===== config.mk =====
export PLATFORM = sky130hd
export DESIGN_NAME = lbc_front
export DESIGN_NICKNAME = d
export VERILOG_FILES = /design/src/lbc_pkg.sv /design/src/lbc_front.sv
export SDC_FILE = /design/constraint.sdc
export NUM_CORES = 1
export LEC_CHECK = 0
export ABC_AREA = 1
export BUFFER_PORTS_ARGS = -buffer_cell sky130_fd_sc_hd__buf_2
export CAP_MARGIN = 20
export CORE_ASPECT_RATIO = 1.25
export CORE_MARGIN = 2
export CORE_UTILIZATION = 40
export DETAILED_ROUTE_END_ITERATION = 12
export PLACE_DENSITY = 0.62
export SYNTH_ARGS = -nofsm -noshare
export SYNTH_HDL_FRONTEND = slang
export SYNTH_SLANG_ARGS = --single-unit
export TNS_END_PERCENT = 100

===== constraint.sdc =====
create_clock -name clk -period 5.79 [get_ports clk]
set_input_delay 0.8685 -clock clk [delete_from_list [all_inputs] [get_ports clk]]
set_output_delay 0.8685 -clock clk [all_outputs]
set_load 0.02 [all_outputs]

===== src/lbc_pkg.sv =====
package lbc_pkg;

    localparam int T_FRAC_BITS = 16;
    localparam int MAX_T_FRAC  = 24;

    localparam int COORD_W = 20;
    localparam int DIFF_W  = COORD_W + 1;
    localparam int DIST_W  = COORD_W + 2;
    localparam int MAG_W   = COORD_W + 1;
    localparam int RECT_W  = 19;
    localparam int LANES   = 4;

    localparam int REM_W  = MAG_W + MAX_T_FRAC + 2;
    localparam int QUO_W  = MAX_T_FRAC + 2;
    localparam int T_W    = QUO_W + 1;
    localparam int PROD_W = DIFF_W + T_W;

    localparam int CFG_IDX_W = 2;
    localparam logic [CFG_IDX_W-1:0] CFG_RECT_WIDTH  = 2'd0;
    localparam logic [CFG_IDX_W-1:0] CFG_RECT_HEIGHT = 2'd1;

    typedef struct packed {
        logic signed [COORD_W-1:0] start_x;
        logic signed [COORD_W-1:0] start_y;
        logic signed [COORD_W-1:0] end_x;
        logic signed [COORD_W-1:0] end_y;
        logic                      strict_mode;
    } seg_t;

    typedef struct packed {
        logic                      hit;
        logic signed [COORD_W-1:0] clip_start_x;
        logic signed [COORD_W-1:0] clip_start_y;
        logic signed [COORD_W-1:0] clip_end_x;
        logic signed [COORD_W-1:0] clip_end_y;
    } clip_t;

    // One edge test on its way through the divider.
    typedef struct packed {
        logic             pz;
        logic             pneg;
        logic             neg;
        logic             ovf;
        logic [MAG_W-1:0] den;
        logic [REM_W-1:0] rem;
        logic [QUO_W-1:0] quo;
    } lane_t;

    typedef struct packed {
        logic signed [COORD_W-1:0] sx;
        logic signed [COORD_W-1:0] sy;
        logic signed [DIFF_W-1:0]  dx;
        logic signed [DIFF_W-1:0]  dy;
        logic                      reject;
    } carry_t;

endpackage


===== src/lbc_front.sv =====
module lbc_front #(
    parameter int TF = lbc_pkg::T_FRAC_BITS
) (
    input  logic                        clk,
    input  logic                        en,
    input  lbc_pkg::seg_t               seg,
    input  logic [lbc_pkg::RECT_W-1:0]  rect_width,
    input  logic [lbc_pkg::RECT_W-1:0]  rect_height,
    output lbc_pkg::lane_t [lbc_pkg::LANES-1:0] lanes,
    output lbc_pkg::carry_t             carry
);

    lbc_pkg::lane_t [lbc_pkg::LANES-1:0] lanes_reg;
    lbc_pkg::lane_t [lbc_pkg::LANES-1:0] lanes_next;
    lbc_pkg::carry_t                     carry_reg;
    lbc_pkg::carry_t                     carry_next;

    always_comb
    begin
        logic signed [lbc_pkg::DIFF_W-1:0] dx;
        logic signed [lbc_pkg::DIFF_W-1:0] dy;
        logic signed [lbc_pkg::DIFF_W-1:0] p [lbc_pkg::LANES];
        logic signed [lbc_pkg::DIST_W-1:0] q [lbc_pkg::LANES];
        logic [lbc_pkg::DIFF_W-1:0] pmag;
        logic [lbc_pkg::DIST_W-1:0] qmag;
        logic reject;
        dx = {seg.end_x[lbc_pkg::COORD_W-1], seg.end_x}
           - {seg.start_x[lbc_pkg::COORD_W-1], seg.start_x};
        dy = {seg.end_y[lbc_pkg::COORD_W-1], seg.end_y}
           - {seg.start_y[lbc_pkg::COORD_W-1], seg.start_y};
        p[0] = -dx;
        p[1] = dx;
        p[2] = -dy;
        p[3] = dy;
        q[0] = {{2{seg.start_x[lbc_pkg::COORD_W-1]}}, seg.start_x};
        q[1] = $signed({3'b000, rect_width})
             - $signed({{2{seg.start_x[lbc_pkg::COORD_W-1]}}, seg.start_x});
        q[2] = {{2{seg.start_y[lbc_pkg::COORD_W-1]}}, seg.start_y};
        q[3] = $signed({3'b000, rect_height})
             - $signed({{2{seg.start_y[lbc_pkg::COORD_W-1]}}, seg.start_y});
        reject = 1'b0;
        for (int k = 0; k < lbc_pkg::LANES; k++)
        begin
            pmag = p[k][lbc_pkg::DIFF_W-1] ? -p[k] : p[k];
            qmag = q[k][lbc_pkg::DIST_W-1] ? -q[k] : q[k];
            lanes_next[k].pz   = (p[k] == '0);
            lanes_next[k].pneg = p[k][lbc_pkg::DIFF_W-1];
            lanes_next[k].neg  = p[k][lbc_pkg::DIFF_W-1] ^ q[k][lbc_pkg::DIST_W-1];
            lanes_next[k].den  = pmag[lbc_pkg::MAG_W-1:0];
            lanes_next[k].ovf  = ({2'b00, qmag[lbc_pkg::MAG_W-1:0]}
                                  >= {pmag[lbc_pkg::MAG_W-1:0], 2'b00});
            lanes_next[k].rem  = lbc_pkg::REM_W'(qmag[lbc_pkg::MAG_W-1:0]) << TF;
            lanes_next[k].quo  = '0;
            if (p[k] == '0)
            begin
                if (q[k][lbc_pkg::DIST_W-1] || (seg.strict_mode && q[k] == '0))
                begin
                    reject = 1'b1;
                end
            end
        end
        carry_next.sx     = seg.start_x;
        carry_next.sy     = seg.start_y;
        carry_next.dx     = dx;
        carry_next.dy     = dy;
        carry_next.reject = reject;
    end

    always_ff @(posedge clk)
    begin
        if (en)
        begin
            lanes_reg <= lanes_next;
            carry_reg <= carry_next;
        end
    end

    assign lanes = lanes_reg;
    assign carry = carry_reg;

endmodule


# Yosys cells after proc, flatten, opt, wreduce, memory -nomap -nowiden
# Index checks and enable logic that the tools add are counted.
dict set report classes {
  magnitude_cmp 4
  bitwise 4
  n_addsub 12
  mux 16
  n_reduce_logical 16
}
# cell n
set ops {}
lappend ops {{21-bit two-way mux} 8}
lappend ops {{21-bit negator} 6}
lappend ops {{21-bit by 23-bit >= comparator with 1-bit output} 4}
lappend ops {{22-bit logical NOT} 4}
lappend ops {{21-bit logical NOT} 4}
lappend ops {{20-bit by 20-bit subtractor with 21-bit output} 4}
lappend ops {{20-bit negator with 21-bit output} 2}
lappend ops {{1-bit two-way mux} 8}
lappend ops {{1-bit logical AND} 4}
lappend ops {{1-bit logical OR} 4}
lappend ops {{1-bit bitwise XOR} 4}
dict set report totals {
  ff_bits 267
  inputBits 121
  elab_cells 81
}

# Depth between registers and ports, before layout
dict set report depth {
  ltp_word 11
  mapped_depth 38
}

# Worst setup path after synthesis
# Ideal clock, no wire load.
dict set report synth_path {
  path_type {input -> register}
  from {input port seg[21] (netlist bit)}
  to {register lanes_reg, in the netlist lanes[94], data pin}
  arrival_time_ns 5.096
  setup_ns 0.251
  path_stages 31
  setup_slack_ns 0.443
  required_ns 5.539
  cell_sequence {inv_1 -> ha_1 -> fa_1 -> inv_1 -> nand2_1 -> nand2_1 -> nand3_1 -> nand2_1 -> nand3_1 -> nand2_1 -> nand4_1 -> and3_1 -> or2_0 -> nand2_1 -> inv_2 -> clkbuf_1 -> ha_1 -> inv_1 -> clkbuf_1 -> o21ai_0 -> xor2_1 -> ha_1 -> a21o_1 -> a311oi_1 -> nand3_1 -> nand4_1 -> nand3_1 -> nand3_1 -> nand3b_1 -> nand2_1 -> nor2_1}
}
# item line_no
set synth_rtl {}
lappend synth_rtl {{start: declaration} lbc_front.sv:6} ;# input lbc_pkg::seg_t seg,
lappend synth_rtl {{end signal: assignment} lbc_front.sv:73} ;# lanes_reg <= lanes_next;
lappend synth_rtl {{end: declaration} lbc_front.sv:13} ;# lbc_pkg::lane_t [lbc_pkg::LANES-1:0] lanes_reg;

==> qor.csv <==
stage,metric,value,unit
placed_design,gp_congestion,1.03,
logic_synthesis,synthSimpleGateAreaFrac,0.250,
sta,maxSlewHeadroom,0.429,
floorplanning,boundaryPins,596,
logic_synthesis,async_reset_ff_frac,0,
final_layout,areaGrowthSynthToFinish,23.2,%
sta,timing.final.crit_share,0.953,
final_layout,final_net_count,3573,
logic_synthesis,post_synth_instance_area,21000,um^2
global_routing,antenna_found_initial,0,
setup_path,crit_path_max_fanout,5,
logic_synthesis,number_of_flip_flops_and_latches_in_the_synthesized_netlist,259,
final_layout,num_antenna_cells,0,
hold_path,worst_hold_path_endpoint,carry[49]$_DFFE_PP_,
floorplanning,die_w,209,um
floorplanning,dieArea,54300,um^2
placed_design,dp_hpwl,71400,um
logic_synthesis,yosysTopAreaCellShare,0.371,
clock_tree,ctsLongestPathBuffers,3,
status,run_status,finished clean,
logic_synthesis,synth.area.top_cells,"sky130_fd_sc_hd__edfxtp_1 (37%), sky130_fd_sc_hd__nand2_1 (11%), sky130_fd_sc_hd__ha_1 (9.7%)",
setup_path,cpMaxStageDelayCell,sky130_fd_sc_hd__fa_1,
hold_path,min_path_type,input port to flip-flop,
global_routing,grt_max_degree,106,
route,dr_total_vias,19700,
route,drt_drc_violations_left,0,
logic_synthesis,xor_xnor_portion_of_the_synthesized_cell_area,0.0621,
sta,tightest_slew,0.857,ns
clock_tree,postCtsHoldBufs,0,
sta,fmax,181,MHz
clock_tree,cts.sink_count,259,
final_layout,fillers,5132,
global_routing,top_usage_layer,met2,
flow_run,maxCapViolations,0,
setup_path,critical-path-max-stage-delay,0.49,ns
global_routing,grt_use_total,0.299,
sta,setup_ws,0.271,ns
logic_synthesis,synth_edf_count,259,
clock_tree,htree_levels,1,
logic_synthesis,combinational_family_with_the_most_area_after_synthesis,simple AND/OR/NAND/NOR gates,
logic_synthesis,postSynth.topFlopCell,sky130_fd_sc_hd__edfxtp_1,
logic_synthesis,synth.yosys.warnings,0,
floorplanning,initial_core_util,0.406,
final_layout,post_route_cells_drive_above_1_share,0.237,
sta,layout_min_cycle_time,5.52,ns
route,detailed_router_iteration_count_before_antenna_repair,5,
global_routing,first_global_vias,19800,
placed_design,placement.io_buffers,387,
power,static-leakage-power,13.2,nW
floorplanning,core_area,51700,um^2
setup_path,required,6.11,ns
global_routing,grt_first_pass_wirelength,120000,um
hold_path,min_delay_path_depth,1,
logic_synthesis,synth.area.mux_share,0,
logic_synthesis,post-synth-top-area-cell,sky130_fd_sc_hd__edfxtp_1,
final_layout,largest_register_ff_count,180,
setup_path,crit_type,input port to flip-flop,
floorplanning,die_height,260,um
clock_tree,cts_root_buf,sky130_fd_sc_hd__clkbuf_16,
route,initialDrtViolationCount,1199,
route,routed_wirelength_normalized_by_instance_count,21.0,um
logic_synthesis,synth_fa_ha_area_frac,0.101,
route,drt_wl_total,83300,um
sta,report.final.setup_viol,0,
setup_path,setup.worst_path.start_class,input port,
logic_synthesis,netlist-cell-type-count,55,
logic_synthesis,syn-mean-instance-area,7.99,um^2
sta,rsz0062_at_grt,false,
clock_tree,numCtsBuffers,28,
global_routing,globalRouteOverflowTotal,0,
placed_design,pre_cts_ws,-0.662,ns
power,ir_drop_worst_case_vdd,0.000248,V
logic_synthesis,synth_compound_gate_area_share,0.0680,
setup_path,cp_data_arrival_time,5.84,ns
power,power_density,320,nW/um^2
clock_tree,tritoncts,yes,
sta,hold_ws,0.487,ns
global_routing,met1_routing_resource_usage_after_global_routing,0.312,
logic_synthesis,synth_sequential_area_ratio,0.371,
sta,hold_violations,0,
route,drtAntennaViolNets,0,
hold_path,holdCritStartpoint,seg[47],
global_routing,globalRouteMet3Util,0.0363,
route,routed_via_density,4.96,
global_routing,grt.met2_usage,0.569,
logic_synthesis,synthesis.instances,2625,
clock_tree,clk_pin_slew_worst_paths,0.05,ns
sta,slew_viol_final,0,
floorplanning,number_of_core_rows,93,
setup_path,worstSetupEndpointType,flip-flop,
## power by group
| part | switching (W) | internal [W] |
|---|---|---|
| Sequential | 0.000101 | 0.00246 |
| Clock | 0.000789 | 0.00109 |
| Combinational | 0.00253 | 0.00129 |
| Total | 0.00342 | 0.00483 |
## logic make-up (layout without fill, tap and decap cells)
| logic type | Yosys count | in the layout |
|---|---|---|
| AND/OR/NAND/NOR | 1191 | 1191 |
| buffers and inverters | 608 | 1074 |
| flip-flops | 259 | 259 |
| AO/OA/AOI/OAI | 258 | 258 |
| adder cells (fa/ha/maj) | 167 | 167 |
| XOR/XNOR | 141 | 141 |
| other | 1 | 216 |
## worst max-delay path, delay by kind of cell
| family | cells | cell delay (ns) |
|---|---|---|
| simple gates | 15 | 2.01 |
| fa+ha+maj | 4 | 1.19 |
| compound gates | 5 | 0.74 |
| buf+inv | 5 | 0.53 |
| xor+xnor | 2 | 0.49 |
## worst max-delay path by stage
stage / end / depth (start not counted) / start
finish: lanes[290]$_DFFE_PP_ / 31 / seg[41]
detailed placement: lanes[290]$_DFFE_PP_ / 31 / seg[41]
global placement: lanes[290]$_DFFE_PP_ / 31 / seg[41]
global route: lanes[290]$_DFFE_PP_ / 34 / seg[41]
CTS: lanes[290]$_DFFE_PP_ / 31 / seg[41]
floorplan: lanes[94]$_DFFE_PP_ / 31 / seg[21]
## cells in the mapped netlist, types with 3 or more instances
master and n:
sky130_fd_sc_hd__clkbuf_1 16, sky130_fd_sc_hd__o21ai_1 10, sky130_fd_sc_hd__o211ai_1 4, sky130_fd_sc_hd__and2_1 7
sky130_fd_sc_hd__buf_4 216, sky130_fd_sc_hd__a21oi_1 110, sky130_fd_sc_hd__inv_2 10, sky130_fd_sc_hd__ha_1 163
sky130_fd_sc_hd__inv_1 363, sky130_fd_sc_hd__a211oi_1 3, sky130_fd_sc_hd__a31oi_1 3, sky130_fd_sc_hd__nor2_1 203
sky130_fd_sc_hd__edfxtp_1 259, sky130_fd_sc_hd__nor2_4 6, sky130_fd_sc_hd__or2_2 10, sky130_fd_sc_hd__nand2_2 28
sky130_fd_sc_hd__nand3b_1 10, sky130_fd_sc_hd__o21bai_1 4, sky130_fd_sc_hd__xnor2_1 21, sky130_fd_sc_hd__o31ai_1 5
sky130_fd_sc_hd__nand3_2 7, sky130_fd_sc_hd__nor4_1 10, sky130_fd_sc_hd__nand2_1 621, sky130_fd_sc_hd__and3_1 4
sky130_fd_sc_hd__nor3_1 31, sky130_fd_sc_hd__xor2_2 3, sky130_fd_sc_hd__a21oi_2 7, sky130_fd_sc_hd__nand4_1 73
sky130_fd_sc_hd__o21ai_0 90, sky130_fd_sc_hd__nand3_1 161, sky130_fd_sc_hd__a21o_1 10, sky130_fd_sc_hd__fa_1 4
sky130_fd_sc_hd__xor2_1 114, sky130_fd_sc_hd__nor2_2 13
## stage by stage
step | instance area, um^2 | cells | TNS, ns | utilization | total power, W
global placement | 24800 | 3915 | -0.964 | 0.480 | 0.00630
floorplan | 21800 | 2840 | 0 | - | 0.00481
detailed placement | 24800 | 3915 | -1.04 | 0.480 | 0.00634
CTS | 25700 | 3966 | 0 | 0.498 | 0.00825
global route | 25800 | 3971 | 0 | 0.500 | 0.00870
finish | 25800 | 3971 | 0 | 0.500 | 0.00825
## cells in the final DEF, fill, tap and decap left out, types with 7 or more instances in the layout
| cell | netlist | routed |
|---|---|---|
| sky130_fd_sc_hd__a21o_1 | 10 | 10 |
| sky130_fd_sc_hd__nand4_1 | 73 | 73 |
| sky130_fd_sc_hd__conb_1 | 1 | 216 |
| sky130_fd_sc_hd__or2_2 | 10 | 10 |
| sky130_fd_sc_hd__o21ai_0 | 90 | 89 |
| sky130_fd_sc_hd__edfxtp_1 | 259 | 259 |
| sky130_fd_sc_hd__nor3_1 | 31 | 31 |
| sky130_fd_sc_hd__ha_1 | 163 | 163 |
| sky130_fd_sc_hd__clkbuf_16 | 0 | 29 |
| sky130_fd_sc_hd__a21oi_2 | 7 | 7 |
| sky130_fd_sc_hd__nor4_1 | 10 | 10 |
| sky130_fd_sc_hd__nor2_1 | 203 | 201 |
| sky130_fd_sc_hd__nor2_4 | 6 | 7 |
| sky130_fd_sc_hd__nand2_2 | 28 | 28 |
| sky130_fd_sc_hd__buf_2 | 0 | 386 |
| sky130_fd_sc_hd__xnor2_1 | 21 | 21 |
| sky130_fd_sc_hd__a21oi_1 | 110 | 110 |
| sky130_fd_sc_hd__nand3b_1 | 10 | 10 |
| sky130_fd_sc_hd__inv_1 | 363 | 362 |
| sky130_fd_sc_hd__nand3_2 | 7 | 7 |
| sky130_fd_sc_hd__and2_1 | 7 | 7 |
| sky130_fd_sc_hd__nor2_2 | 13 | 14 |
| sky130_fd_sc_hd__nand3_1 | 161 | 161 |
| sky130_fd_sc_hd__clkinv_1 | 1 | 8 |
| sky130_fd_sc_hd__nand2_1 | 621 | 621 |
| sky130_fd_sc_hd__o21ai_1 | 10 | 11 |
| sky130_fd_sc_hd__inv_2 | 10 | 10 |
| sky130_fd_sc_hd__buf_4 | 216 | 261 |
| sky130_fd_sc_hd__xor2_1 | 114 | 111 |
## what timing repair did
| action | CTS | global route |
|---|---|---|
| endpoints found under the setup margin | 1 | 1 |
| gates resized for setup | 2 | 9 |
| setup buffers | 0 | 5 |
| pin swaps | 0 | 4 |
| gates cloned | 0 | 0 |
## layout make-up
| cell class | count | area, um^2 | share of cell area |
|---|---|---|---|
| inverter | 374 | 1410 | 0.0545 |
| multi-input combinational | 1973 | 10900 | 0.424 |
| clock inverter | 17 | 193 | 0.00746 |
| clock buffer | 34 | 744 | 0.0288 |
| sequential | 259 | 7780 | 0.301 |
| timing repair buffer | 649 | 3930 | 0.152 |
| tap | 665 | 832 | 0.0322 |
## per-layer routing
metal | wire length (um) | vias up
met5 | 0 | -
met4 | 5800 | 0
met3 | 4330 | 197
met2 | 43500 | 768
met1 | 29600 | 9202
li1 | - | 9549
Power figures use the tool's default switching activity.
